`src/design/next_lexicographic_permutation_top_defines.svh`:
```
// Assertion macros for the next-permutation engine.
`ifndef NEXT_LEXICOGRAPHIC_PERMUTATION_TOP_DEFINES_SVH
`define NEXT_LEXICOGRAPHIC_PERMUTATION_TOP_DEFINES_SVH

`ifndef SYNTHESIS
`define NLP_ASSERT_IMP(lbl, ante, cons, msg) \
  lbl: assert property (@(posedge clk) disable iff (!rst_n) (ante) |-> (cons)) \
    else $error(msg);
`define NLP_ASSERT_NXT(lbl, ante, cons, msg) \
  lbl: assert property (@(posedge clk) disable iff (!rst_n) (ante) |=> (cons)) \
    else $error(msg);
`else
`define NLP_ASSERT_IMP(lbl, ante, cons, msg)
`define NLP_ASSERT_NXT(lbl, ante, cons, msg)
`endif

`endif

```
`src/design/nlp_pkg.sv`:
```
// Shared types and constants for the next-permutation engine.
package nlp_pkg;

  localparam int NLP_MAX_LEN     = 16;
  localparam int NLP_VALUE_WIDTH = 8;
  localparam int NLP_DATA_W      = 8;
  localparam int NLP_IDX_W       = 4;
  localparam int NLP_LEN_W       = 5;
  localparam logic [NLP_LEN_W-1:0] NLP_LEN_RESET = 5'd4;

  typedef enum logic [1:0] {
    ST_IDLE,
    ST_PIVOT,
    ST_SUCC,
    ST_EMIT
  } state_t;

  typedef enum logic [1:0] {
    SUB_NONE,
    SUB_SV,
    SUB_PV
  } sub_t;

  typedef struct packed {
    logic [NLP_DATA_W-1:0] value;
    logic [NLP_IDX_W-1:0]  index;
    logic                  found;
    logic                  last;
  } res_t;

endpackage

```
`src/design/nlp_bank.sv`:
```
// One element bank: single write port, registered read port.
module nlp_bank #(
  parameter int DEPTH = 16,
  parameter int WIDTH = 8,
  localparam int AW = $clog2(DEPTH)
) (
  input  logic             clk,
  input  logic             we,
  input  logic [AW-1:0]    waddr,
  input  logic [WIDTH-1:0] wdata,
  input  logic [AW-1:0]    raddr,
  output logic [WIDTH-1:0] rdata
);

  logic [WIDTH-1:0] mem [DEPTH];

  always_ff @(posedge clk) begin
    if (we) begin
      mem[waddr] <= wdata;
    end
  end

  always_ff @(posedge clk) begin
    rdata <= mem[raddr];
  end

endmodule

```
`src/design/nlp_out.sv`:
```
// Two-entry result queue driving the output stream.
module nlp_out import nlp_pkg::*; (
  input  logic        clk,
  input  logic        rst_n,
  input  logic        push,
  input  res_t        push_res,
  output logic [1:0]  cnt,
  output logic        pop,
  output logic        out_tvalid,
  input  logic        out_tready,
  output logic [15:0] out_tdata,  // element_value_out[7:0], element_index[11:8], zero
  output logic        out_tuser,  // found_next
  output logic        out_tlast
);

  res_t       ent_r [2];
  logic       wptr_r, wptr_nxt;
  logic       rptr_r, rptr_nxt;
  logic [1:0] cnt_r, cnt_nxt;
  res_t       head;

  assign out_tvalid = (cnt_r != 2'd0);
  assign pop        = out_tvalid && out_tready;
  assign cnt        = cnt_r;
  assign head       = ent_r[rptr_r];
  assign out_tdata  = {4'b0000, head.index, head.value};
  assign out_tuser  = head.found;
  assign out_tlast  = head.last;

  always_comb begin
    wptr_nxt = push ? ~wptr_r : wptr_r;
    rptr_nxt = pop ? ~rptr_r : rptr_r;
    cnt_nxt  = cnt_r + {1'b0, push} - {1'b0, pop};
  end

  always_ff @(posedge clk) begin
    if (!rst_n) begin
      wptr_r <= 1'b0;
      rptr_r <= 1'b0;
      cnt_r  <= 2'd0;
    end else begin
      wptr_r <= wptr_nxt;
      rptr_r <= rptr_nxt;
      cnt_r  <= cnt_nxt;
    end
  end

  always_ff @(posedge clk) begin
    if (push) begin
      ent_r[wptr_r] <= push_res;
    end
  end

endmodule

```
`src/design/nlp_ctrl.sv`:
```
// Sequencer: pivot scan, successor scan and permuted copy-out between banks.
`include "next_lexicographic_permutation_top_defines.svh"
module nlp_ctrl import nlp_pkg::*; #(
  parameter int MAX_LEN     = NLP_MAX_LEN,
  parameter int VALUE_WIDTH = NLP_VALUE_WIDTH,
  localparam int AW = $clog2(MAX_LEN),
  localparam int LW = $clog2(MAX_LEN + 1),
  localparam int W1 = LW + 1
) (
  input  logic                   clk,
  input  logic                   rst_n,
  input  logic                   in_tvalid,
  output logic                   in_tready,
  input  logic                   in_cmd,
  input  logic [NLP_DATA_W-1:0]  in_value,
  input  logic                   cfg_we,
  input  logic [NLP_LEN_W-1:0]   cfg_wdata,
  output logic                   wr_en,
  output logic                   wr_bank,
  output logic [AW-1:0]          wr_addr,
  output logic [VALUE_WIDTH-1:0] wr_data,
  output logic [AW-1:0]          rd_addr,
  input  logic [VALUE_WIDTH-1:0] rd_data_a,
  input  logic [VALUE_WIDTH-1:0] rd_data_b,
  output logic                   push,
  output res_t                   push_res,
  input  logic [1:0]             out_cnt,
  input  logic                   out_pop
);

  state_t                 state_r, state_nxt;
  logic [NLP_LEN_W-1:0]   len_r, len_nxt;
  logic [AW-1:0]          wp_r, wp_nxt;
  logic [MAX_LEN-1:0]     sel_r, sel_nxt;
  logic [LW-1:0]          n_r, n_nxt;
  logic [AW-1:0]          iss_r, iss_nxt;
  logic                   iss_on_r, iss_on_nxt;
  logic                   rq_v_r, rq_v_nxt;
  logic [AW-1:0]          rq_addr_r, rq_addr_nxt;
  logic                   rq_bank_r, rq_bank_nxt;
  sub_t                   rq_sub_r, rq_sub_nxt;
  logic [VALUE_WIDTH-1:0] prev_r, prev_nxt;
  logic                   prev_v_r, prev_v_nxt;
  logic [AW-1:0]          piv_r, piv_nxt;
  logic [VALUE_WIDTH-1:0] pv_r, pv_nxt;
  logic [VALUE_WIDTH-1:0] sv_r, sv_nxt;
  logic [AW-1:0]          succ_r, succ_nxt;
  logic                   found_r, found_nxt;

  logic                   load_acc, step_acc;
  logic [LW-1:0]          n_use;
  logic [AW-1:0]          last_pos;
  logic [VALUE_WIDTH-1:0] rd_val;
  logic                   piv_hit, piv_end, succ_hit;
  logic                   credit, em_issue, em_arr, em_last, em_done, sc_issue;
  logic [AW-1:0]          r_map;
  sub_t                   sub;
  logic [VALUE_WIDTH-1:0] em_val;
  logic [MAX_LEN-1:0]     used_mask;

  assign load_acc = in_tvalid && in_tready && !in_cmd;
  assign step_acc = in_tvalid && in_tready && in_cmd;
  assign last_pos = AW'(n_r - LW'(1));
  assign rd_val   = rq_bank_r ? rd_data_b : rd_data_a;

  always_comb begin
    if (len_r == '0) begin
      n_use = LW'(1);
    end else if (int'(len_r) > MAX_LEN) begin
      n_use = LW'(MAX_LEN);
    end else begin
      n_use = LW'(len_r);
    end
  end

  assign piv_hit  = (state_r == ST_PIVOT) && rq_v_r && prev_v_r && (rd_val < prev_r);
  assign piv_end  = (state_r == ST_PIVOT) && rq_v_r && !piv_hit && (rq_addr_r == '0);
  assign succ_hit = (state_r == ST_SUCC) && rq_v_r && (rd_val > pv_r);
  assign sc_issue = ((state_r == ST_PIVOT) || (state_r == ST_SUCC)) && iss_on_r;
  assign credit   = (int'(out_cnt) + int'(rq_v_r) - int'(out_pop)) < 2;
  assign em_issue = (state_r == ST_EMIT) && iss_on_r && credit;
  assign em_arr   = (state_r == ST_EMIT) && rq_v_r;
  assign em_last  = (rq_addr_r == last_pos);
  assign em_done  = em_arr && em_last;

  // suffix after the pivot comes out reversed, with the successor swapped in
  always_comb begin
    r_map = iss_r;
    sub   = SUB_NONE;
    if (found_r && (iss_r > piv_r)) begin
      r_map = AW'(W1'(piv_r) + W1'(n_r) - W1'(iss_r));
      if (r_map == succ_r) begin
        sub = SUB_PV;
      end
    end else if (found_r && (iss_r == piv_r)) begin
      sub = SUB_SV;
    end
  end

  always_comb begin
    case (rq_sub_r)
      SUB_SV:  em_val = sv_r;
      SUB_PV:  em_val = pv_r;
      default: em_val = rd_val;
    endcase
  end

  always_comb begin
    for (int i = 0; i < MAX_LEN; i++) begin
      used_mask[i] = (i < int'(n_r));
    end
  end

  // next state
  always_comb begin
    state_nxt = state_r;
    case (state_r)
      ST_IDLE: begin
        if (step_acc) begin
          state_nxt = (n_use < LW'(2)) ? ST_EMIT : ST_PIVOT;
        end
      end
      ST_PIVOT: begin
        if (piv_hit) begin
          state_nxt = ST_SUCC;
        end else if (piv_end) begin
          state_nxt = ST_EMIT;
        end
      end
      ST_SUCC: begin
        if (succ_hit) begin
          state_nxt = ST_EMIT;
        end
      end
      ST_EMIT: begin
        if (em_done) begin
          state_nxt = ST_IDLE;
        end
      end
      default: state_nxt = ST_IDLE;
    endcase
  end

  // outputs
  always_comb begin
    in_tready = (state_r == ST_IDLE);
    rd_addr   = (state_r == ST_EMIT) ? r_map : iss_r;
    wr_en     = load_acc || em_arr;
    wr_addr   = em_arr ? rq_addr_r : wp_r;
    wr_bank   = em_arr ? ~sel_r[rq_addr_r] : sel_r[wp_r];
    wr_data   = em_arr ? em_val : VALUE_WIDTH'(in_value);
    push      = em_arr;
    push_res.value = NLP_DATA_W'(em_val);
    push_res.index = NLP_IDX_W'(rq_addr_r);
    push_res.found = found_r;
    push_res.last  = em_last;
  end

  // datapath registers
  always_comb begin
    len_nxt     = cfg_we ? cfg_wdata : len_r;
    wp_nxt      = wp_r;
    sel_nxt     = sel_r;
    n_nxt       = n_r;
    iss_nxt     = iss_r;
    iss_on_nxt  = iss_on_r;
    rq_v_nxt    = 1'b0;
    rq_addr_nxt = rq_addr_r;
    rq_bank_nxt = rq_bank_r;
    rq_sub_nxt  = rq_sub_r;
    prev_nxt    = prev_r;
    prev_v_nxt  = prev_v_r;
    piv_nxt     = piv_r;
    pv_nxt      = pv_r;
    sv_nxt      = sv_r;
    succ_nxt    = succ_r;
    found_nxt   = found_r;
    case (state_r)
      ST_IDLE: begin
        if (load_acc) begin
          wp_nxt = (wp_r == AW'(MAX_LEN - 1)) ? '0 : wp_r + AW'(1);
        end
        if (step_acc) begin
          wp_nxt     = '0;
          n_nxt      = n_use;
          iss_nxt    = (n_use < LW'(2)) ? '0 : AW'(n_use - LW'(1));
          iss_on_nxt = 1'b1;
          prev_v_nxt = 1'b0;
          found_nxt  = 1'b0;
        end
      end
      ST_PIVOT, ST_SUCC: begin
        if (sc_issue) begin
          rq_v_nxt    = 1'b1;
          rq_addr_nxt = iss_r;
          rq_bank_nxt = sel_r[iss_r];
          if (iss_r == '0) begin
            iss_on_nxt = 1'b0;
          end else begin
            iss_nxt = iss_r - AW'(1);
          end
        end
        if (piv_hit) begin
          piv_nxt    = rq_addr_r;
          pv_nxt     = rd_val;
          found_nxt  = 1'b1;
          iss_nxt    = last_pos;
          iss_on_nxt = 1'b1;
          rq_v_nxt   = 1'b0;
        end else if (piv_end || succ_hit) begin
          iss_nxt    = '0;
          iss_on_nxt = 1'b1;
          rq_v_nxt   = 1'b0;
        end else if ((state_r == ST_PIVOT) && rq_v_r) begin
          prev_nxt   = rd_val;
          prev_v_nxt = 1'b1;
        end
        if (succ_hit) begin
          succ_nxt = rq_addr_r;
          sv_nxt   = rd_val;
        end
      end
      ST_EMIT: begin
        if (em_issue) begin
          rq_v_nxt    = 1'b1;
          rq_addr_nxt = iss_r;
          rq_bank_nxt = sel_r[r_map];
          rq_sub_nxt  = sub;
          if (iss_r == last_pos) begin
            iss_on_nxt = 1'b0;
          end else begin
            iss_nxt = iss_r + AW'(1);
          end
        end
        if (em_done) begin
          sel_nxt = sel_r ^ used_mask;
        end
      end
      default: begin
        iss_on_nxt = 1'b0;
      end
    endcase
  end

  always_ff @(posedge clk) begin
    if (!rst_n) begin
      state_r  <= ST_IDLE;
      len_r    <= NLP_LEN_RESET;
      wp_r     <= '0;
      sel_r    <= '0;
      iss_on_r <= 1'b0;
      rq_v_r   <= 1'b0;
      prev_v_r <= 1'b0;
      found_r  <= 1'b0;
    end else begin
      state_r  <= state_nxt;
      len_r    <= len_nxt;
      wp_r     <= wp_nxt;
      sel_r    <= sel_nxt;
      iss_on_r <= iss_on_nxt;
      rq_v_r   <= rq_v_nxt;
      prev_v_r <= prev_v_nxt;
      found_r  <= found_nxt;
    end
  end

  always_ff @(posedge clk) begin
    n_r       <= n_nxt;
    iss_r     <= iss_nxt;
    rq_addr_r <= rq_addr_nxt;
    rq_bank_r <= rq_bank_nxt;
    rq_sub_r  <= rq_sub_nxt;
    prev_r    <= prev_nxt;
    piv_r     <= piv_nxt;
    pv_r      <= pv_nxt;
    sv_r      <= sv_nxt;
    succ_r    <= succ_nxt;
  end

  `NLP_ASSERT_IMP(a_no_write_in_scan, (state_r == ST_PIVOT) || (state_r == ST_SUCC), !wr_en, "bank written during a scan")
  `NLP_ASSERT_IMP(a_push_room, push, out_cnt != 2'd2, "result pushed into a full queue")
  `NLP_ASSERT_NXT(a_last_idle, push && push_res.last, state_r == ST_IDLE, "run did not end on its last element")
  `NLP_ASSERT_IMP(a_succ_right, (state_r == ST_SUCC) && rq_v_r, rq_addr_r > piv_r, "successor scan passed the pivot")

endmodule

```
`src/design/next_lexicographic_permutation_top.sv`:
```
// Top level of the next lexicographic permutation engine.
// Input stream in_*: in_tuser = 0 loads in_tdata into the element at the write
// pointer, which wraps after MAX_LEN loads; in_tuser = 1 is a step request.
// A step permutes the first array_length elements (cfg_we/cfg_wdata, 1..16,
// 0 counts as 1) into their next lexicographic order, clears the write
// pointer and sends one result per element in index order on out_*:
// value and index in out_tdata, found flag in out_tuser, out_tlast on the end.
// in_tready stays high during loads, so loads can run back to back.
// A step with two or more elements runs a pivot scan from the end, a
// successor scan once a pivot is found and then the copy-out, which
// writes the permuted elements into the other bank; all of them read the
// element banks through one shared read address. With no pivot the
// elements come out unchanged with the found flag clear.
// in_tready is low from a step request until its last result sits in the
// output queue; a stalled receiver pauses the copy-out with no loss.
// Reset clears the write pointer, sets array_length to 4 and empties the
// output queue; element contents are undefined until loaded.
module next_lexicographic_permutation_top import nlp_pkg::*; #(
  parameter int MAX_LEN     = NLP_MAX_LEN,
  parameter int VALUE_WIDTH = NLP_VALUE_WIDTH
) (
  input  logic                 clk,
  input  logic                 rst_n,
  input  logic                 in_tvalid,
  output logic                 in_tready,
  input  logic [7:0]           in_tdata,   // element_value[7:0]
  input  logic                 in_tuser,   // cmd
  output logic                 out_tvalid,
  input  logic                 out_tready,
  output logic [15:0]          out_tdata,  // element_value_out[7:0], element_index[11:8], zero
  output logic                 out_tuser,  // found_next
  output logic                 out_tlast,
  input  logic                 cfg_we,
  input  logic [NLP_LEN_W-1:0] cfg_wdata
);

  localparam int AW = $clog2(MAX_LEN);

  logic                   wr_en, wr_bank;
  logic [AW-1:0]          wr_addr, rd_addr;
  logic [VALUE_WIDTH-1:0] wr_data, rd_data_a, rd_data_b;
  logic                   push, out_pop;
  res_t                   push_res;
  logic [1:0]             out_cnt;

  nlp_ctrl #(
    .MAX_LEN     (MAX_LEN),
    .VALUE_WIDTH (VALUE_WIDTH)
  ) u_ctrl (
    .clk       (clk),
    .rst_n     (rst_n),
    .in_tvalid (in_tvalid),
    .in_tready (in_tready),
    .in_cmd    (in_tuser),
    .in_value  (in_tdata),
    .cfg_we    (cfg_we),
    .cfg_wdata (cfg_wdata),
    .wr_en     (wr_en),
    .wr_bank   (wr_bank),
    .wr_addr   (wr_addr),
    .wr_data   (wr_data),
    .rd_addr   (rd_addr),
    .rd_data_a (rd_data_a),
    .rd_data_b (rd_data_b),
    .push      (push),
    .push_res  (push_res),
    .out_cnt   (out_cnt),
    .out_pop   (out_pop)
  );

  nlp_bank #(
    .DEPTH (MAX_LEN),
    .WIDTH (VALUE_WIDTH)
  ) u_bank_a (
    .clk   (clk),
    .we    (wr_en && !wr_bank),
    .waddr (wr_addr),
    .wdata (wr_data),
    .raddr (rd_addr),
    .rdata (rd_data_a)
  );

  nlp_bank #(
    .DEPTH (MAX_LEN),
    .WIDTH (VALUE_WIDTH)
  ) u_bank_b (
    .clk   (clk),
    .we    (wr_en && wr_bank),
    .waddr (wr_addr),
    .wdata (wr_data),
    .raddr (rd_addr),
    .rdata (rd_data_b)
  );

  nlp_out u_out (
    .clk        (clk),
    .rst_n      (rst_n),
    .push       (push),
    .push_res   (push_res),
    .cnt        (out_cnt),
    .pop        (out_pop),
    .out_tvalid (out_tvalid),
    .out_tready (out_tready),
    .out_tdata  (out_tdata),
    .out_tuser  (out_tuser),
    .out_tlast  (out_tlast)
  );

endmodule
```
`config.mk`:
```
export PLATFORM = sky130hd
export DESIGN_NAME = next_lexicographic_permutation_top
export DESIGN_NICKNAME = d
export VERILOG_FILES = /design/src/design/nlp_pkg.sv /design/src/design/nlp_bank.sv /design/src/design/nlp_out.sv /design/src/design/nlp_ctrl.sv /design/src/design/next_lexicographic_permutation_top.sv
export VERILOG_INCLUDE_DIRS = /design/src /design/src/design
export SDC_FILE = /design/constraint.sdc
export NUM_CORES = 1
export LEC_CHECK = 0
export ABC_AREA = 1
export BUFFER_PORTS_ARGS = -buffer_cell sky130_fd_sc_hd__buf_2
export CORE_AREA = 2 2 171 173
export DETAILED_ROUTE_END_ITERATION = 10
export DIE_AREA = 0 0 173 175
export PLACE_DENSITY = 0.86
export SYNTH_ARGS = -nofsm -noshare
export SYNTH_HDL_FRONTEND = slang
export SYNTH_HIERARCHICAL = 1
export SYNTH_SLANG_ARGS = --single-unit
```
`constraint.sdc`:
```
create_clock -name clk -period 4.95 [get_ports clk]
set_input_delay 0.495 -clock clk [delete_from_list [all_inputs] [get_ports clk]]
set_output_delay 0.495 -clock clk [all_outputs]
set_load 0.1 [all_outputs]
```
==> flow_summary.yaml <==
run_status:
  status: "complete, no violations"
worst_setup_path:
  crit_required_ns: 5.42
  r2r-end: "u_bank_b/rdata[3]$_DFF_P_"
  reg2reg_setup_slack_ns: 1.06
  r2r_cells: 15
  end_kind: "register"
  regToRegStartpoint: "u_ctrl/iss_r[0]$_DFFE_PP_"
  cp_max_fo: 30
  arrival_ns: 4.36
  startpoint_type: "register"
  timing_worst_setup_path_type: "reg2reg"
die:
  chipHeight_um: 175
  pin_count: 39
  dieWidth_um: 173
  dieArea_sq_um: 30300
  rows: 62
  start_util: 0.646
  coreArea_sq_um: 28400
synth:
  ys_ff_latch: 384
  synthTopCellsByArea: "edfxtp_1 (54%), nand2_1 (11%), nand3_1 (6.6%), inv_1 (6.4%), dfxtp_1 (5.7%)"
  syn_avg_cell_area_sq_um: 9.48
  yosysWarnings: 6
  synth_top_area_frac: 0.544
  syn_area_sq_um: 18300
  synth_top_cell_by_area: "edfxtp_1"
  netlist_instances: 1933
  yosysUniqueCellTypes: 47
  synth-seq-area-share: 0.601
clock_network:
  cts.sinks: 384
  cts_resized: 0
  insertion_delay_ns: 0.54
  cts_root_buffer: "clkbuf_16"
  clkTransAtPathRegs_ns: 0.06
  clock_path_buffers: 3
  post_cts_buffers: 0
  postCtsHoldBufs: 0
  cts_made_buffers: 40
  tritoncts: "done"
  cts_htree_levels: 2
hold_path:
  hold_depth: 3
  min-delay-start: "cfg_wdata[2]"
  hp-class: "in2reg"
  hold_end: "u_ctrl/len_r[2]$_SDFFE_PN1P_"
placed_design:
  dp.cells: 2297
  io_buffer_count: 34
  gp_congestion: 0.964
  hpwlAfterDp_um: 29000
sta:
  finalCriticalPeriod_ns: 3.89
  rsz0062_at_grt: "no"
  finalHoldViolCount: 0
  holdWs_ns: 0.171
  max_freq_mhz: 257
  fin_tns_setup_ns: 0
  slew_headroom: 0.227
  post-route-period-util: 0.787
  worst_slew_pin_slew_ns: 1.15
  fin_skew_ns: 0.0259
  drv_slew: 0
  setup_viol: 0
grt:
  grt_use_total: 0.299
  antenna_found_initial: 0
  grt_pass1_vias: 13634
  grt_pass1_wl_um: 71100
  grt_max_degree: 129
  grt-ovfl-total: 0
route:
  drtIter0Drc: 1900
  first_pass_iters: 6
  drtAntennaViolNets: 0
  viasPerCell: 5.88
  post_drt_wl_per_cell_um: 19.0
  totalWireLength_um: 45100
  vias: 13944
  drc: 0
job:
  maxCapViolCount: 0
layout:
  final_cells: 2371
  fin_util: 0.702
  finalNetCount: 2016
  area.growth.synth_to_final_pct: 8.81
  drive_gt1_frac: 0.0801
  nFillCells: 2005
power:
  peakVddDrop_mv: 0.423
  power_density_nw_per_um2: 528
  p_leak_nw: 8.49
[metrics by stage]
| stage | total power, mW | worst slack [ns] | cell area, sq um |
|---|---|---|---|
| finish | 10.5 | 1.06 | 19900 |
| global route | 11.0 | 0.857 | 19900 |
| CTS | 10.5 | 1.15 | 19900 |
| detailed placement | 7.63 | 1.17 | 18700 |
| global placement | 7.53 | 1.25 | 18700 |
| floorplan | 6.78 | 1.69 | 18300 |
[Yosys cell counts (all sizes together)]
master     n
nand3b     3
xor2      11
dfxtp     52
nand4     12
edfxtp   332
clkbuf    16
a21oi     81
fa         4
buf       64
a31oi      4
nor2     110
o21bai     2
nand2    524
conb       1
mux2      14
nor3      13
o31ai      2
a211oi     1
o21a       2
inv      318
clkinv     2
o21ai     67
o211ai     1
a22oi      1
nor4       4
ha        38
o2111ai    1
nand3    242
xnor2      7
or2        1
o22ai      3
[registers in the layout, indices dropped and copies added, names as in the netlist, 5 cells and up, named ones only]
| register | cells |
|---|---|
| u_ctrl/sv_r | 8 |
| u_ctrl/len_r | 5 |
| u_bank_b/mem | 128 |
| u_bank_a/mem | 128 |
| u_ctrl/pv_r | 8 |
| u_bank_b/rdata | 8 |
| u_ctrl/prev_r | 8 |
| u_out/ent_r | 28 |
| u_bank_a/rdata | 8 |
| u_ctrl/sel_r | 16 |
| u_ctrl/n_r | 5 |
[report_power, final]
group / switching, mW / internal [mW]
clock network: 1.22 / 1.59
registers: 0.234 / 3.78
logic: 2.61 / 1.09
total: 4.06 / 6.46
[cell type report]
type,count,area [sq um],share of cell area
Clock buffer,49,1060,0.0531
Antenna cell,1,2.50,0.000125
Tap cell,384,480,0.0241
Timing Repair Buffer,57,355,0.0178
Multi-Input combinational cell,1152,5650,0.284
Sequential cell,384,11000,0.552
Inverter,320,1200,0.0604
Clock inverter,24,178,0.00891
[worst max-delay path by stage]
stage | startpoint | end | slack, ns | depth (start not counted)
after detailed placement | u_ctrl/iss_r[0]$_DFFE_PP_ | u_bank_a/rdata[4]$_DFF_P_ | 1.17 | 15
after global routing | u_ctrl/iss_r[0]$_DFFE_PP_ | u_bank_a/rdata[7]$_DFF_P_ | 0.86 | 15
final | u_ctrl/iss_r[0]$_DFFE_PP_ | u_bank_b/rdata[3]$_DFF_P_ | 1.06 | 15
after global placement | u_ctrl/iss_r[0]$_DFFE_PP_ | u_bank_a/rdata[6]$_DFF_P_ | 1.25 | 15
after CTS | u_ctrl/iss_r[0]$_DFFE_PP_ | u_bank_b/rdata[3]$_DFF_P_ | 1.15 | 15
after floorplan | u_ctrl/iss_r[0]$_DFFE_PP_ | u_bank_b/rdata[0]$_DFF_P_ | 1.69 | 18
[layout by cell type, fill, tap and decap left out, types with 5 or more instances in the layout]
master	count
clkinv_2	7
clkinv_1	11
dfxtp_1	52
inv_2	6
buf_4	22
edfxtp_1	332
xor2_1	10
ha_1	38
a21oi_1	79
nand4_1	12
mux2_2	14
clkbuf_1	6
clkbuf_16	40
nand2_1	518
nand3_1	241
buf_2	34
inv_1	311
nor3_1	12
nor2_1	105
nor2_2	5
xnor2_1	6
o21ai_1	8
o21ai_0	54
[cells by family (layout without fill, tap and decap cells)]
kind of cell,after synthesis,count (layout),share of synthesized area
simple gates,909,909,0.210
compound gates,165,165,0.0478
buf+inv,400,450,0.0928
other cells,1,5,0.000205
xor+xnor,18,18,0.0100
fa+ha+maj,42,42,0.0303
flops,384,384,0.601
mux,14,14,0.00860
[per-layer routing]
| metal | GRT usage | wire length [um] | vias up |
|---|---|---|---|
| li1 | - | - | 6359 |
| met1 | 0.395 | 17200 | 6577 |
| met2 | 0.489 | 21700 | 848 |
| met3 | 0.0518 | 4390 | 160 |
| met4 | 0.139 | 1830 | 0 |
| met5 | 0 | 0 | - |
[worst max-delay path: stages, from the launching register on]
cell      delay [ns]
edfxtp_1        0.35
buf_4           0.21
inv_1           0.32
ha_1            0.31
inv_1           0.08
ha_1            0.14
inv_1           0.06
fa_1            0.48
o21ai_1         0.40
nand2_1         0.16
o21ai_4         0.27
buf_4           0.46
nand3_1         0.21
nand3_1         0.13
nand3_1         0.12
nand2_1         0.09
(Power assumes the default switching activity.)
